==> src/hw/rtl/tmrs_pkg.sv <==
`default_nettype none

package tmrs_pkg;

  localparam int unsigned CfgW = 20;
  localparam int unsigned CfgIdxW = 3;
  localparam int unsigned ModeW = 3;
  localparam int unsigned LevelW = 8;
  localparam int unsigned AddrW = 3;
  localparam int unsigned LevelNowW = 4;
  localparam int unsigned InDataW = 8;
  localparam int unsigned OutDataW = 16;
  localparam int unsigned ChainDepth = 3;

  localparam logic [CfgW-1:0] AddrSettleRst = CfgW'(10);
  localparam logic [CfgW-1:0] IdleRelayRst = CfgW'(10000);
  localparam logic [CfgW-1:0] RelaySettleRst = CfgW'(50000);
  localparam logic [CfgW-1:0] ThrRegisterRst = CfgW'(100000);
  localparam logic [CfgW-1:0] RelayReleaseRst = CfgW'(20000);

  localparam logic signed [LevelNowW-1:0] LevelOff = -LevelNowW'(1);

  typedef enum logic [ModeW-1:0] {
    MODE_TICK   = 3'd0,
    MODE_SET    = 3'd1,
    MODE_DIS    = 3'd2,
    MODE_ENTER  = 3'd3,
    MODE_LEAVE  = 3'd4,
    MODE_ESTOP  = 3'd5
  } mode_e;

  typedef enum logic [CfgIdxW-1:0] {
    CFG_ADDR_SETTLE   = 3'd0,
    CFG_IDLE_RELAY    = 3'd1,
    CFG_RELAY_SETTLE  = 3'd2,
    CFG_THR_REGISTER  = 3'd3,
    CFG_RELAY_RELEASE = 3'd4
  } cfg_idx_e;

  typedef struct packed {
    logic                        accepted;
    logic                        busy_res;
    logic                        autonomous;
    logic signed [LevelNowW-1:0] level_now;
    logic                        relay_on;
    logic                        mux_enable;
    logic [AddrW-1:0]            addr_lines;
  } result_t;

endpackage

`default_nettype wire

==> src/hw/rtl/throttle_mux_relay_sequencer.sv <==
// Throttle mux and relay sequencer.
// Input stream: tuser carries the item kind (tick, set level, disable mux,
// enter autonomous, leave autonomous, emergency stop), tdata the signed level.
// Every input transaction gives exactly one result transaction on the output
// stream: address lines, mux enable, relay drive, active level, autonomous
// flag, busy flag and whether the item was accepted.
// An item is held in an input register and its result is then registered
// in the result register, from which the output stream takes it;
// one item is taken in every cycle while results are drained.
// Chains of zero-length waits settle within the same item through three
// cascaded phase-closing steps after the input register.
// The configuration channel writes the five 20-bit tick counts, always ready;
// write only while no item is in flight.
// Reset gives the safe state: mux disabled, relay off, level -1, no sequence.
// When the output stalls, the result register and then the input register
// hold, and s_axis_tready falls once both are full.
`default_nettype none

module throttle_mux_relay_sequencer import tmrs_pkg::*; (
  input  wire logic                clk_i,
  input  wire logic                rst_ni,
  input  wire logic                s_axis_tvalid,
  output logic                     s_axis_tready,
  input  wire logic [InDataW-1:0]  s_axis_tdata,   // level[7:0]
  input  wire logic [ModeW-1:0]    s_axis_tuser,   // mode[2:0]
  output logic                     m_axis_tvalid,
  input  wire logic                m_axis_tready,
  output logic [OutDataW-1:0]      m_axis_tdata,   // addr_lines[2:0], mux_enable[3],
                                                   // relay_on[4], level_now[8:5],
                                                   // autonomous[9], busy_res[10],
                                                   // accepted[11], zeros[15:12]
  input  wire logic                cfg_valid_i,
  output logic                     cfg_ready_o,
  input  wire logic [CfgIdxW-1:0]  cfg_index_i,
  input  wire logic [CfgW-1:0]     cfg_data_i
);

  typedef enum logic [3:0] {
    PH_IDLE           = 4'd0,
    PH_SET_ADDR       = 4'd1,
    PH_ENTER_ADDR     = 4'd2,
    PH_ENTER_IDLE     = 4'd3,
    PH_ENTER_SETTLE   = 4'd4,
    PH_LEAVE_ADDR     = 4'd5,
    PH_LEAVE_REGISTER = 4'd6,
    PH_LEAVE_RELEASE  = 4'd7
  } phase_e;

  logic [CfgW-1:0] addr_settle_q, idle_relay_q, relay_settle_q;
  logic [CfgW-1:0] thr_register_q, relay_release_q;

  logic                    in_valid_q;
  logic [ModeW-1:0]        mode_q;
  logic signed [LevelW-1:0] level_q;

  logic    out_valid_q;
  result_t res_q, res_d;

  phase_e                      phase_q, phase_d;
  logic [CfgW-1:0]             wait_q, wait_d;
  logic [AddrW-1:0]            addr_q, addr_d;
  logic                        enable_q, enable_d;
  logic                        relay_q, relay_d;
  logic signed [LevelNowW-1:0] active_q, active_d;
  logic [AddrW-1:0]            pend_q, pend_d;
  logic                        auto_q, auto_d;

  logic advance;
  logic take_in;
  logic acc;
  logic run;

  assign advance       = in_valid_q && (!out_valid_q || m_axis_tready);
  assign s_axis_tready = !in_valid_q || advance;
  assign take_in       = s_axis_tvalid && s_axis_tready;
  assign cfg_ready_o   = 1'b1;
  assign m_axis_tvalid = out_valid_q;
  assign m_axis_tdata  = {(OutDataW - $bits(result_t))'(0), res_q};

  always_comb begin
    phase_d  = phase_q;
    wait_d   = wait_q;
    addr_d   = addr_q;
    enable_d = enable_q;
    relay_d  = relay_q;
    active_d = active_q;
    pend_d   = pend_q;
    auto_d   = auto_q;
    acc      = 1'b1;
    run      = 1'b0;

    unique case (mode_q)
      MODE_TICK: begin
        if (phase_q != PH_IDLE) begin
          if (wait_q != '0) wait_d = wait_q - CfgW'(1);
          run = 1'b1;
        end
      end
      MODE_ESTOP: begin
        enable_d = 1'b0;
        relay_d  = 1'b0;
        active_d = LevelOff;
        auto_d   = 1'b0;
        phase_d  = PH_IDLE;
        wait_d   = '0;
      end
      MODE_SET, MODE_DIS, MODE_ENTER, MODE_LEAVE: begin
        if (phase_q != PH_IDLE) begin
          acc = 1'b0;
        end else if (mode_q == MODE_SET && level_q[LevelW-1:AddrW] == '0) begin
          addr_d  = level_q[AddrW-1:0];
          pend_d  = level_q[AddrW-1:0];
          phase_d = PH_SET_ADDR;
          wait_d  = addr_settle_q;
          run     = 1'b1;
        end else if (mode_q == MODE_SET || mode_q == MODE_DIS) begin
          enable_d = 1'b0;
          active_d = LevelOff;
        end else begin
          addr_d  = '0;
          pend_d  = '0;
          phase_d = (mode_q == MODE_ENTER) ? PH_ENTER_ADDR : PH_LEAVE_ADDR;
          wait_d  = addr_settle_q;
          run     = 1'b1;
        end
      end
      default: acc = 1'b0;
    endcase

    // close phases whose wait has run out
    for (int i = 0; i < ChainDepth; i++) begin
      if (run && phase_d != PH_IDLE && wait_d == '0) begin
        unique case (phase_d)
          PH_SET_ADDR: begin
            enable_d = 1'b1;
            active_d = {1'b0, pend_d};
            phase_d  = PH_IDLE;
            wait_d   = '0;
          end
          PH_ENTER_ADDR: begin
            enable_d = 1'b1;
            active_d = '0;
            phase_d  = PH_ENTER_IDLE;
            wait_d   = idle_relay_q;
          end
          PH_ENTER_IDLE: begin
            relay_d = 1'b1;
            auto_d  = 1'b1;
            phase_d = PH_ENTER_SETTLE;
            wait_d  = relay_settle_q;
          end
          PH_LEAVE_ADDR: begin
            enable_d = 1'b1;
            active_d = '0;
            phase_d  = PH_LEAVE_REGISTER;
            wait_d   = thr_register_q;
          end
          PH_LEAVE_REGISTER: begin
            relay_d = 1'b0;
            auto_d  = 1'b0;
            phase_d = PH_LEAVE_RELEASE;
            wait_d  = relay_release_q;
          end
          PH_LEAVE_RELEASE: begin
            enable_d = 1'b0;
            active_d = LevelOff;
            phase_d  = PH_IDLE;
            wait_d   = '0;
          end
          default: begin
            phase_d = PH_IDLE;
            wait_d  = '0;
          end
        endcase
      end
    end

    res_d.addr_lines = addr_d;
    res_d.mux_enable = enable_d;
    res_d.relay_on   = relay_d;
    res_d.level_now  = active_d;
    res_d.autonomous = auto_d;
    res_d.busy_res   = (phase_d != PH_IDLE);
    res_d.accepted   = acc;
  end

  always_ff @(posedge clk_i or negedge rst_ni) begin
    if (!rst_ni) begin
      addr_settle_q   <= AddrSettleRst;
      idle_relay_q    <= IdleRelayRst;
      relay_settle_q  <= RelaySettleRst;
      thr_register_q  <= ThrRegisterRst;
      relay_release_q <= RelayReleaseRst;
      in_valid_q      <= 1'b0;
      mode_q          <= '0;
      level_q         <= '0;
      out_valid_q     <= 1'b0;
      res_q           <= '0;
      phase_q         <= PH_IDLE;
      wait_q          <= '0;
      addr_q          <= '0;
      enable_q        <= 1'b0;
      relay_q         <= 1'b0;
      active_q        <= LevelOff;
      pend_q          <= '0;
      auto_q          <= 1'b0;
    end else begin
      if (cfg_valid_i) begin
        unique case (cfg_index_i)
          CFG_ADDR_SETTLE:   addr_settle_q   <= cfg_data_i;
          CFG_IDLE_RELAY:    idle_relay_q    <= cfg_data_i;
          CFG_RELAY_SETTLE:  relay_settle_q  <= cfg_data_i;
          CFG_THR_REGISTER:  thr_register_q  <= cfg_data_i;
          CFG_RELAY_RELEASE: relay_release_q <= cfg_data_i;
          default: ;
        endcase
      end
      if (take_in) begin
        in_valid_q <= 1'b1;
        mode_q     <= s_axis_tuser;
        level_q    <= s_axis_tdata;
      end else if (advance) begin
        in_valid_q <= 1'b0;
      end
      if (advance) begin
        out_valid_q <= 1'b1;
        res_q       <= res_d;
        phase_q     <= phase_d;
        wait_q      <= wait_d;
        addr_q      <= addr_d;
        enable_q    <= enable_d;
        relay_q     <= relay_d;
        active_q    <= active_d;
        pend_q      <= pend_d;
        auto_q      <= auto_d;
      end else if (m_axis_tready) begin
        out_valid_q <= 1'b0;
      end
    end
  end

endmodule

`default_nettype wire
==> config.mk <==
export PLATFORM = sky130hd
export DESIGN_NAME = throttle_mux_relay_sequencer
export DESIGN_NICKNAME = d
export VERILOG_FILES = /design/src/hw/rtl/tmrs_pkg.sv /design/src/hw/rtl/throttle_mux_relay_sequencer.sv
export SDC_FILE = /design/constraint.sdc
export NUM_CORES = 1
export LEC_CHECK = 0
export ABC_CLOCK_PERIOD_IN_PS = 5380
export BUFFER_PORTS_ARGS = -buffer_cell sky130_fd_sc_hd__buf_2
export CELL_PAD_IN_SITES_DETAIL_PLACEMENT = 1
export CELL_PAD_IN_SITES_GLOBAL_PLACEMENT = 1
export CORE_MARGIN = 5
export CORE_UTILIZATION = 43
export CTS_CLUSTER_SIZE = 40
export DETAILED_ROUTE_END_ITERATION = 10
export PLACE_DENSITY = 0.74
export SLEW_MARGIN = 20
export SYNTH_ARGS = -nofsm -noshare
export SYNTH_HDL_FRONTEND = slang
export SYNTH_SLANG_ARGS = --single-unit
==> constraint.sdc <==
create_clock -name clk_i -period 5.38 [get_ports clk_i]
set_input_delay 0.807 -clock clk_i [delete_from_list [all_inputs] [get_ports clk_i]]
set_output_delay 0.807 -clock clk_i [all_outputs]
set_load 0.05 [all_outputs]
==> results of run 1 <==
[power groups by stage]
stage	Combinational (mW)	Clock, mW	Sequential, mW
detailed placement	3.89	0	1.83
floorplan	1.97	0	1.77
CTS	3.93	1.29	1.81
finish	4.08	1.27	1.83
global route	4.30	1.34	1.85
global placement	3.83	0	1.81
[final timing paths]
kind                                    startpoint                             to  cells after the start
max in group asynchronous                   rst_ni  addr_settle_q[16]$_DFFE_PN0P_                      2
max                          wait_q[4]$_DFFE_PN0P_           enable_q$_DFFE_PN0P_                     17
min                                         rst_ni         level_q[3]$_DFFE_PN0P_                      1
max reg2reg                  wait_q[4]$_DFFE_PN0P_           enable_q$_DFFE_PN0P_                     17
min reg2reg                active_q[3]$_DFFE_PN1P_        active_q[3]$_DFFE_PN1P_                      2
min in group clk_i         active_q[3]$_DFFE_PN1P_        active_q[3]$_DFFE_PN1P_                      2
[registers in the layout, summed over array words and instances (netlist names), 3 cells and up]
signal	count
wait_q	20
phase_q	4
pend_q	3
addr_q	3
relay_settle_q	20
relay_release_q	20
m_axis_tdata	6
mode_q	3
idle_relay_q	20
addr_settle_q	20
active_q	4
thr_register_q	20
level_q	8
[through the flow]
| stage | setup TNS (ps) | hold slack [ps] | worst slack, ps |
|---|---|---|---|
| floorplan | 0 | 442 | 89.7 |
| global placement | -42.8 | 457 | -42.8 |
| detailed placement | -330 | 457 | -127 |
| CTS | 0 | 432 | 111 |
| global route | -31.5 | 454 | -31.5 |
| finish | 0 | 377 | 114 |
[Yosys cell counts, types with 8 or more instances]
library cell / count / area share (%)
a22oi_1: 50 / 3.8
o31ai_1: 10 / 0.75
nand4_1: 18 / 1.1
nand2_1: 129 / 4.8
o21ai_1: 8 / 0.40
a21o_1: 9 / 0.68
dfstp_2: 28 / 7.4
o211ai_1: 13 / 0.98
or3_1: 14 / 0.88
o21ai_0: 68 / 3.4
clkbuf_1: 67 / 2.5
nand2b_1: 10 / 0.63
o22a_1: 8 / 0.70
mux2_2: 110 / 12
and2_1: 8 / 0.50
buf_4: 9 / 0.68
nand3_1: 17 / 0.85
dfrtp_1: 128 / 32
a31oi_1: 14 / 0.88
nor4_1: 18 / 1.1
nor3_1: 24 / 1.2
mux2i_1: 10 / 1.0
a211oi_1: 12 / 0.90
o22ai_1: 11 / 0.69
a21oi_1: 60 / 3.0
nor2_1: 102 / 3.8
[what timing repair did]
| action | CTS | global route |
|---|---|---|
| pin swaps | 1 | 1 |
| resized for setup | 1 | 16 |
| endpoints found under the hold margin | 0 | 0 |
| buffers inserted | 1 | 1 |
| setup endpoints to repair | 6 | 9 |
[worst reg2reg max path: cells and delay by family, from the launching register on]
family / cells / cell delay, ps
AOI/OAI and AO/OA: 8 / 1590
buffers and inverters: 2 / 350
DFF: 1 / 380
muxes: 1 / 220
and+or+nand+nor: 6 / 2610
[per-layer routing]
metal | track usage [%] | wire [µm] | vias up
met3 | 5.69 | 3350 | 135
li1 | - | - | 4547
met1 | 43.6 | 17800 | 5226
met5 | 0 | 13 | -
met2 | 53.4 | 20300 | 562
met4 | 13.2 | 1930 | 2
[cells by family after synthesis]
logic type / count (synthesis) / share of synthesized area, %
AO/OA/AOI/OAI: 343 / 23.6
XOR/XNOR: 3 / 0.263
adder cells (fa/ha/maj): 2 / 0.225
buffers and inverters: 93 / 3.98
flip-flops: 156 / 39.4
multiplexers: 120 / 13.4
other: 2 / 0.0752
AND/OR/NAND/NOR: 389 / 19.0
[area by class of cell]
type	instances	area share [%]
clock buffer	17	3.41
timing repair buffer	237	13.8
inverter	8	0.240
tap	313	3.14
clock inverter	15	1.54
multi-input combinational	862	46.4
sequential	156	31.5
==> flow_summary.yaml, run 1 <==
outcome:
  status: "complete, no violations"
power:
  leakagePower_nw: 5.20
  ir_worst_vdd_v: 0.000246
  pwr-share-seq_pct: 25.5
  powerDensity_nw_per_um2: 575
  swShare_pct: 46.7
  power_mw: 7.18
  p_switching_mw: 3.35
  clockPowerShare_pct: 17.7
  p_comb_share_pct: 56.8
  power.internal_mw: 3.83
grt:
  first_global_vias: 10780
  overflow: 0
  grt_max_degree: 87
  grtUsageTotal_pct: 32.8
  antenna_found_initial: 1
  grt_pass1_wl_um: 66500
setup_path:
  cp_cell_sequence: "or3_1 > or4_4 > nor4_1 > mux2i_1 > o21ai_0 > or4_1 > or4_4 > o21ai_2 > o21ai_2 > buf_4 > a221o_1 > a21oi_2 > nand4_1 > a2111oi_4 > buf_6 > o31ai_2 > a21o_1"
  slowest_stage: "or4_4"
  crit_family: "simple AND/OR/NAND/NOR gates"
  critPathBufInv: 2
  crit_type: "flop to flop"
  end_kind: "flop"
  required_ps: 5710
  slowest_delay_ps: 600
  crit_fanout: 9
  crit_arrival_ps: 5600
  r2r_slack_ps: 110
  startpoint_type: "flop"
floorplanning:
  num_rows: 55
  die_y_um: 162
  design.die.area_um2: 26400
  floorplan.initialDensity_pct: 43.9
  core_area_um2: 22800
  die-width_um: 162
  num_io_pins: 58
drt:
  routed_wl_um: 43300
  drc: 0
  post_drt_wl_per_cell_um: 26.9
  drtAntennaViolNets: 0
  drtPass1Iterations: 6
  via_count: 10472
  first_iter_violations: 1177
  viasPerCell: 6.51
synthesis:
  syn_area_um2: 9990
  synthFlopType: "dfrtp_1"
  ys_async_sr_fraction_pct: 100
  yosys_warnings: 0
  ys_seq_area_share_pct: 39.4
  ys_ff_latch: 156
  synth.avg_cell_area_um2: 9.02
  synth_edf_count: 0
  synth_cell_type_count: 83
  netlist_instances: 1108
final_layout:
  register_area_um2: 3940
  design_area_um2: 12500
  drive_above_1_share_pct: 34.4
  multi_input_area_um2: 5790
  nFillCells: 2665
  syn_to_final_growth_pct: 25.0
  antennaDiodeCount: 0
  final_common_cell: "buf_4"
  final_nets: 1322
  fin_util_pct: 54.8
  layout_common_cells: "179 x buf_4, 129 x nand2_1, 128 x dfrtp_1"
  stdcell_count: 1608
sta:
  skew_ps: 25.9
  min_period_over_period_pct: 97.9
  fmax_mhz: 190
  final-max-slew-violation-count: 0
  setup_viol: 0
  slew_headroom_pct: 44.2
  tightest_slew_ps: 837
  post-route-min-period_ps: 5270
  hold_viol: 0
clock_tree:
  max-clock-path-buffers: 2
  cts_tree: "built"
  clk_pin_slew_worst_paths_ps: 80
  clock_latency_ps: 450
  root_buffer: "clkbuf_16"
  htree_num_levels: 4
  cts_sinks: 156
  cts_buffers: 17
  cts_hold_buf: 0
place:
  place.gp.congestion: 0.994
  dpl-instance-area_um2: 11800
  dpl.hpwl_um: 33100
  port_buffers: 52
  place_inst: 1574
worst_hold_path:
  hold_class: "input port to async pin"
flow_run:
  maxCapViolations: 0
No activity file was read; power rests on OpenSTA's default activity.
==> run 2, diff against run 1 <==
--- a/config.mk
+++ b/config.mk
@@ -5,15 +5,15 @@
 export SDC_FILE = /design/constraint.sdc
 export NUM_CORES = 1
 export LEC_CHECK = 0
-export ABC_CLOCK_PERIOD_IN_PS = 5380
+export ABC_CLOCK_PERIOD_IN_PS = 5000
 export BUFFER_PORTS_ARGS = -buffer_cell sky130_fd_sc_hd__buf_2
 export CELL_PAD_IN_SITES_DETAIL_PLACEMENT = 1
 export CELL_PAD_IN_SITES_GLOBAL_PLACEMENT = 1
 export CORE_MARGIN = 5
-export CORE_UTILIZATION = 43
+export CORE_UTILIZATION = 48
 export CTS_CLUSTER_SIZE = 40
 export DETAILED_ROUTE_END_ITERATION = 10
-export PLACE_DENSITY = 0.74
+export PLACE_DENSITY = 0.78
 export SLEW_MARGIN = 20
 export SYNTH_ARGS = -nofsm -noshare
 export SYNTH_HDL_FRONTEND = slang
==> constraint.sdc (replaced) <==
create_clock -name clk_i -period 5 [get_ports clk_i]
set_input_delay 0.75 -clock clk_i [delete_from_list [all_inputs] [get_ports clk_i]]
set_output_delay 0.75 -clock clk_i [all_outputs]
set_load 0.05 [all_outputs]
==> run 2 against run 1 <==
- the flow now finishes with violations (setup timing)
- total power rose by 16%
- via count rose by 9.0%
- critical path depth rose by 6
- first-iteration DRC count rose by 30%
- critical endpoint is now active_q[0]$_DFFE_PN1P_
- register-to-register slack got worse by 240 ps
- largest power group unchanged
- setup slack got worse by 240 ps
- clock power rose by 8%
- wire length rose by 14%
- die area fell by 9.8%
- sequential share of layout area fell by 1.5 points
- combinational power rose by 22%
==> flow_summary.yaml, run 2 (synthesis results as in run 1) <==
setup_path:
  required_ps: 5370
  end_kind: "flop"
  crit_type: "flop to flop"
  worstReg2RegStart: "phase_q[2]$_DFFE_PN0P_"
  crit_arrival_ps: 5490
  rr_endpoint: "active_q[0]$_DFFE_PN1P_"
  crit_top_cell: "buf_4"
  startpoint_type: "flop"
  r2r_slack_ps: -120
  worst-r2r-cell-count: 23
  crit_fanout: 12
  critPathBufInv: 8
  slowest_stage: "a311oi_1"
  crit_family: "compound AO/OA/AOI/OAI gates"
  cp_cell_sequence: "buf_4 > nor4_4 > buf_4 > buf_4 > nand2_1 > o22a_1 > a311oi_1 > nor3_1 > buf_4 > nand4_1 > or2_2 > nor3_4 > buf_4 > buf_4 > a221oi_1 > a2bb2oi_2 > nand4_1 > or3_4 > a2111oi_4 > buf_6 > buf_6 > a211oi_1 > nor2_1"
  slowest_delay_ps: 450
final_layout:
  antennaDiodeCount: 0
  final_nets: 1389
  final_common_cell: "buf_4"
  layout_common_cells: "244 x buf_4, 129 x nand2_1, 127 x dfrtp_1"
  stdcell_count: 1632
  syn_to_final_growth_pct: 31.1
  fin_util_pct: 64.3
  drive_above_1_share_pct: 39.6
floorplanning:
  design.die.area_um2: 23800
  num_io_pins: 58
  floorplan.initialDensity_pct: 49.1
  core_area_um2: 20400
  die-width_um: 154
  die_y_um: 154
  num_rows: 52
sta:
  setup_viol: 10
  rsz0062_at_grt: "true"
  slew_headroom_pct: 36.6
  hold_viol: 0
  finalWorstSetupSlack_ps: -123
  post-route-min-period_ps: 5120
  skew_ps: 26.4
  final-max-slew-violation-count: 0
  fmax_mhz: 195
  min_period_over_period_pct: 102
  tightest_slew_ps: 951
clock_tree:
  cts_tree: "built"
  clock_latency_ps: 460
  cts_sinks: 156
  max-clock-path-buffers: 2
  htree_num_levels: 4
  cts_hold_buf: 0
  root_buffer: "clkbuf_16"
  cts_buffers: 17
  clk_pin_slew_worst_paths_ps: 80
drt:
  post_drt_wl_per_cell_um: 30.4
  viasPerCell: 7.00
  routed_wl_um: 49600
  via_count: 11419
  first_iter_violations: 1527
  drc: 0
  drtAntennaViolNets: 0
  drtPass1Iterations: 6
grt:
  grt_max_degree: 96
  grt_pass1_wl_um: 74400
  antenna_found_initial: 1
  first_global_vias: 11811
  grtUsageTotal_pct: 40.8
  overflow: 0
flow_run:
  maxCapViolations: 0
place:
  place_inst: 1579
  dpl.hpwl_um: 35500
  port_buffers: 52
  place_ws_ps: -393
  place.gp.congestion: 1.06
worst_hold_path:
  hold_class: "input port to async pin"
power:
  leakagePower_nw: 5.56
  ir_worst_vdd_v: 0.000369
  powerDensity_nw_per_um2: 633
  power_mw: 8.30
outcome:
  violations: "setup timing"
  status: "finished with violations"
[run 2: how the worst max path moves through the flow]
stage | end | cells after the start | start
floorplan | enable_q$_DFFE_PN0P_ | 18 | wait_q[4]$_DFFE_PN0P_
finish | active_q[0]$_DFFE_PN1P_ | 23 | phase_q[2]$_DFFE_PN0P_
CTS | active_q[2]$_DFFE_PN1P_ | 17 | wait_q[1]$_DFFE_PN0P_
detailed placement | enable_q$_DFFE_PN0P_ | 16 | phase_q[0]$_DFFE_PN0P_
global route | active_q[0]$_DFFE_PN1P_ | 17 | wait_q[1]$_DFFE_PN0P_
global placement | enable_q$_DFFE_PN0P_ | 15 | phase_q[0]$_DFFE_PN0P_
[run 2: worst register-to-register path, cell delays in order, from the launching register on]
cell and delay [ps]:
dfrtp_1 420, buf_4 170, nor4_4 350, buf_4 280, buf_4 200, nand2_1 90
o22a_1 200, a311oi_1 450, nor3_1 130, buf_4 170, nand4_1 110, or2_2 160
nor3_4 60, buf_4 150, buf_4 160, a221oi_1 330, a2bb2oi_2 230, nand4_1 110
or3_4 420, a2111oi_4 360, buf_6 200, buf_6 120, a211oi_1 50, nor2_1 120
[run 2: timing repair]
| action | in CTS | in global routing |
|---|---|---|
| pin swaps | 19 | 23 |
| gates resized for setup | 34 | 26 |
| buffers inserted | 11 | 10 |
| endpoints found under the setup margin | 13 | 15 |
| gates cloned | 0 | 0 |
[run 2: final cells by class]
class	instances	area, µm²
fill	2281	7260
multi-input combinational	862	5980
sequential	156	3940
timing repair buffer	304	2210
clock buffer	17	425
tap	270	338
clock inverter	15	171
inverter	8	30.0
[run 2: metal layers]
metal | vias to the layer above | global-route usage (%) | share of wire, % | routed length [µm]
li1 | 4664 | - | - | -
met1 | 5580 | 49.1 | 36 | 18100
met2 | 889 | 66.0 | 46 | 23000
met3 | 286 | 10.1 | 9.9 | 4930
met4 | 0 | 24.8 | 7.4 | 3650
met5 | - | 0 | 0 | 0
[run 2: per-stage QoR]
| stage | setup TNS [ps] | hold slack [ps] | instance area [µm²] |
|---|---|---|---|
| after floorplan | 0 | 442 | 10000 |
| after global placement | -2550 | 446 | 12100 |
| after detailed placement | -3400 | 461 | 12100 |
| after CTS | -96.5 | 453 | 12900 |
| after global routing | -1870 | 485 | 13100 |
| final | -741 | 423 | 13100 |
[run 2: where the power goes]
part | total (mW) | switching, mW | internal [mW]
clock network | 1.37 | 0.694 | 0.676
registers | 1.97 | 0.362 | 1.61
logic | 4.96 | 2.88 | 2.08
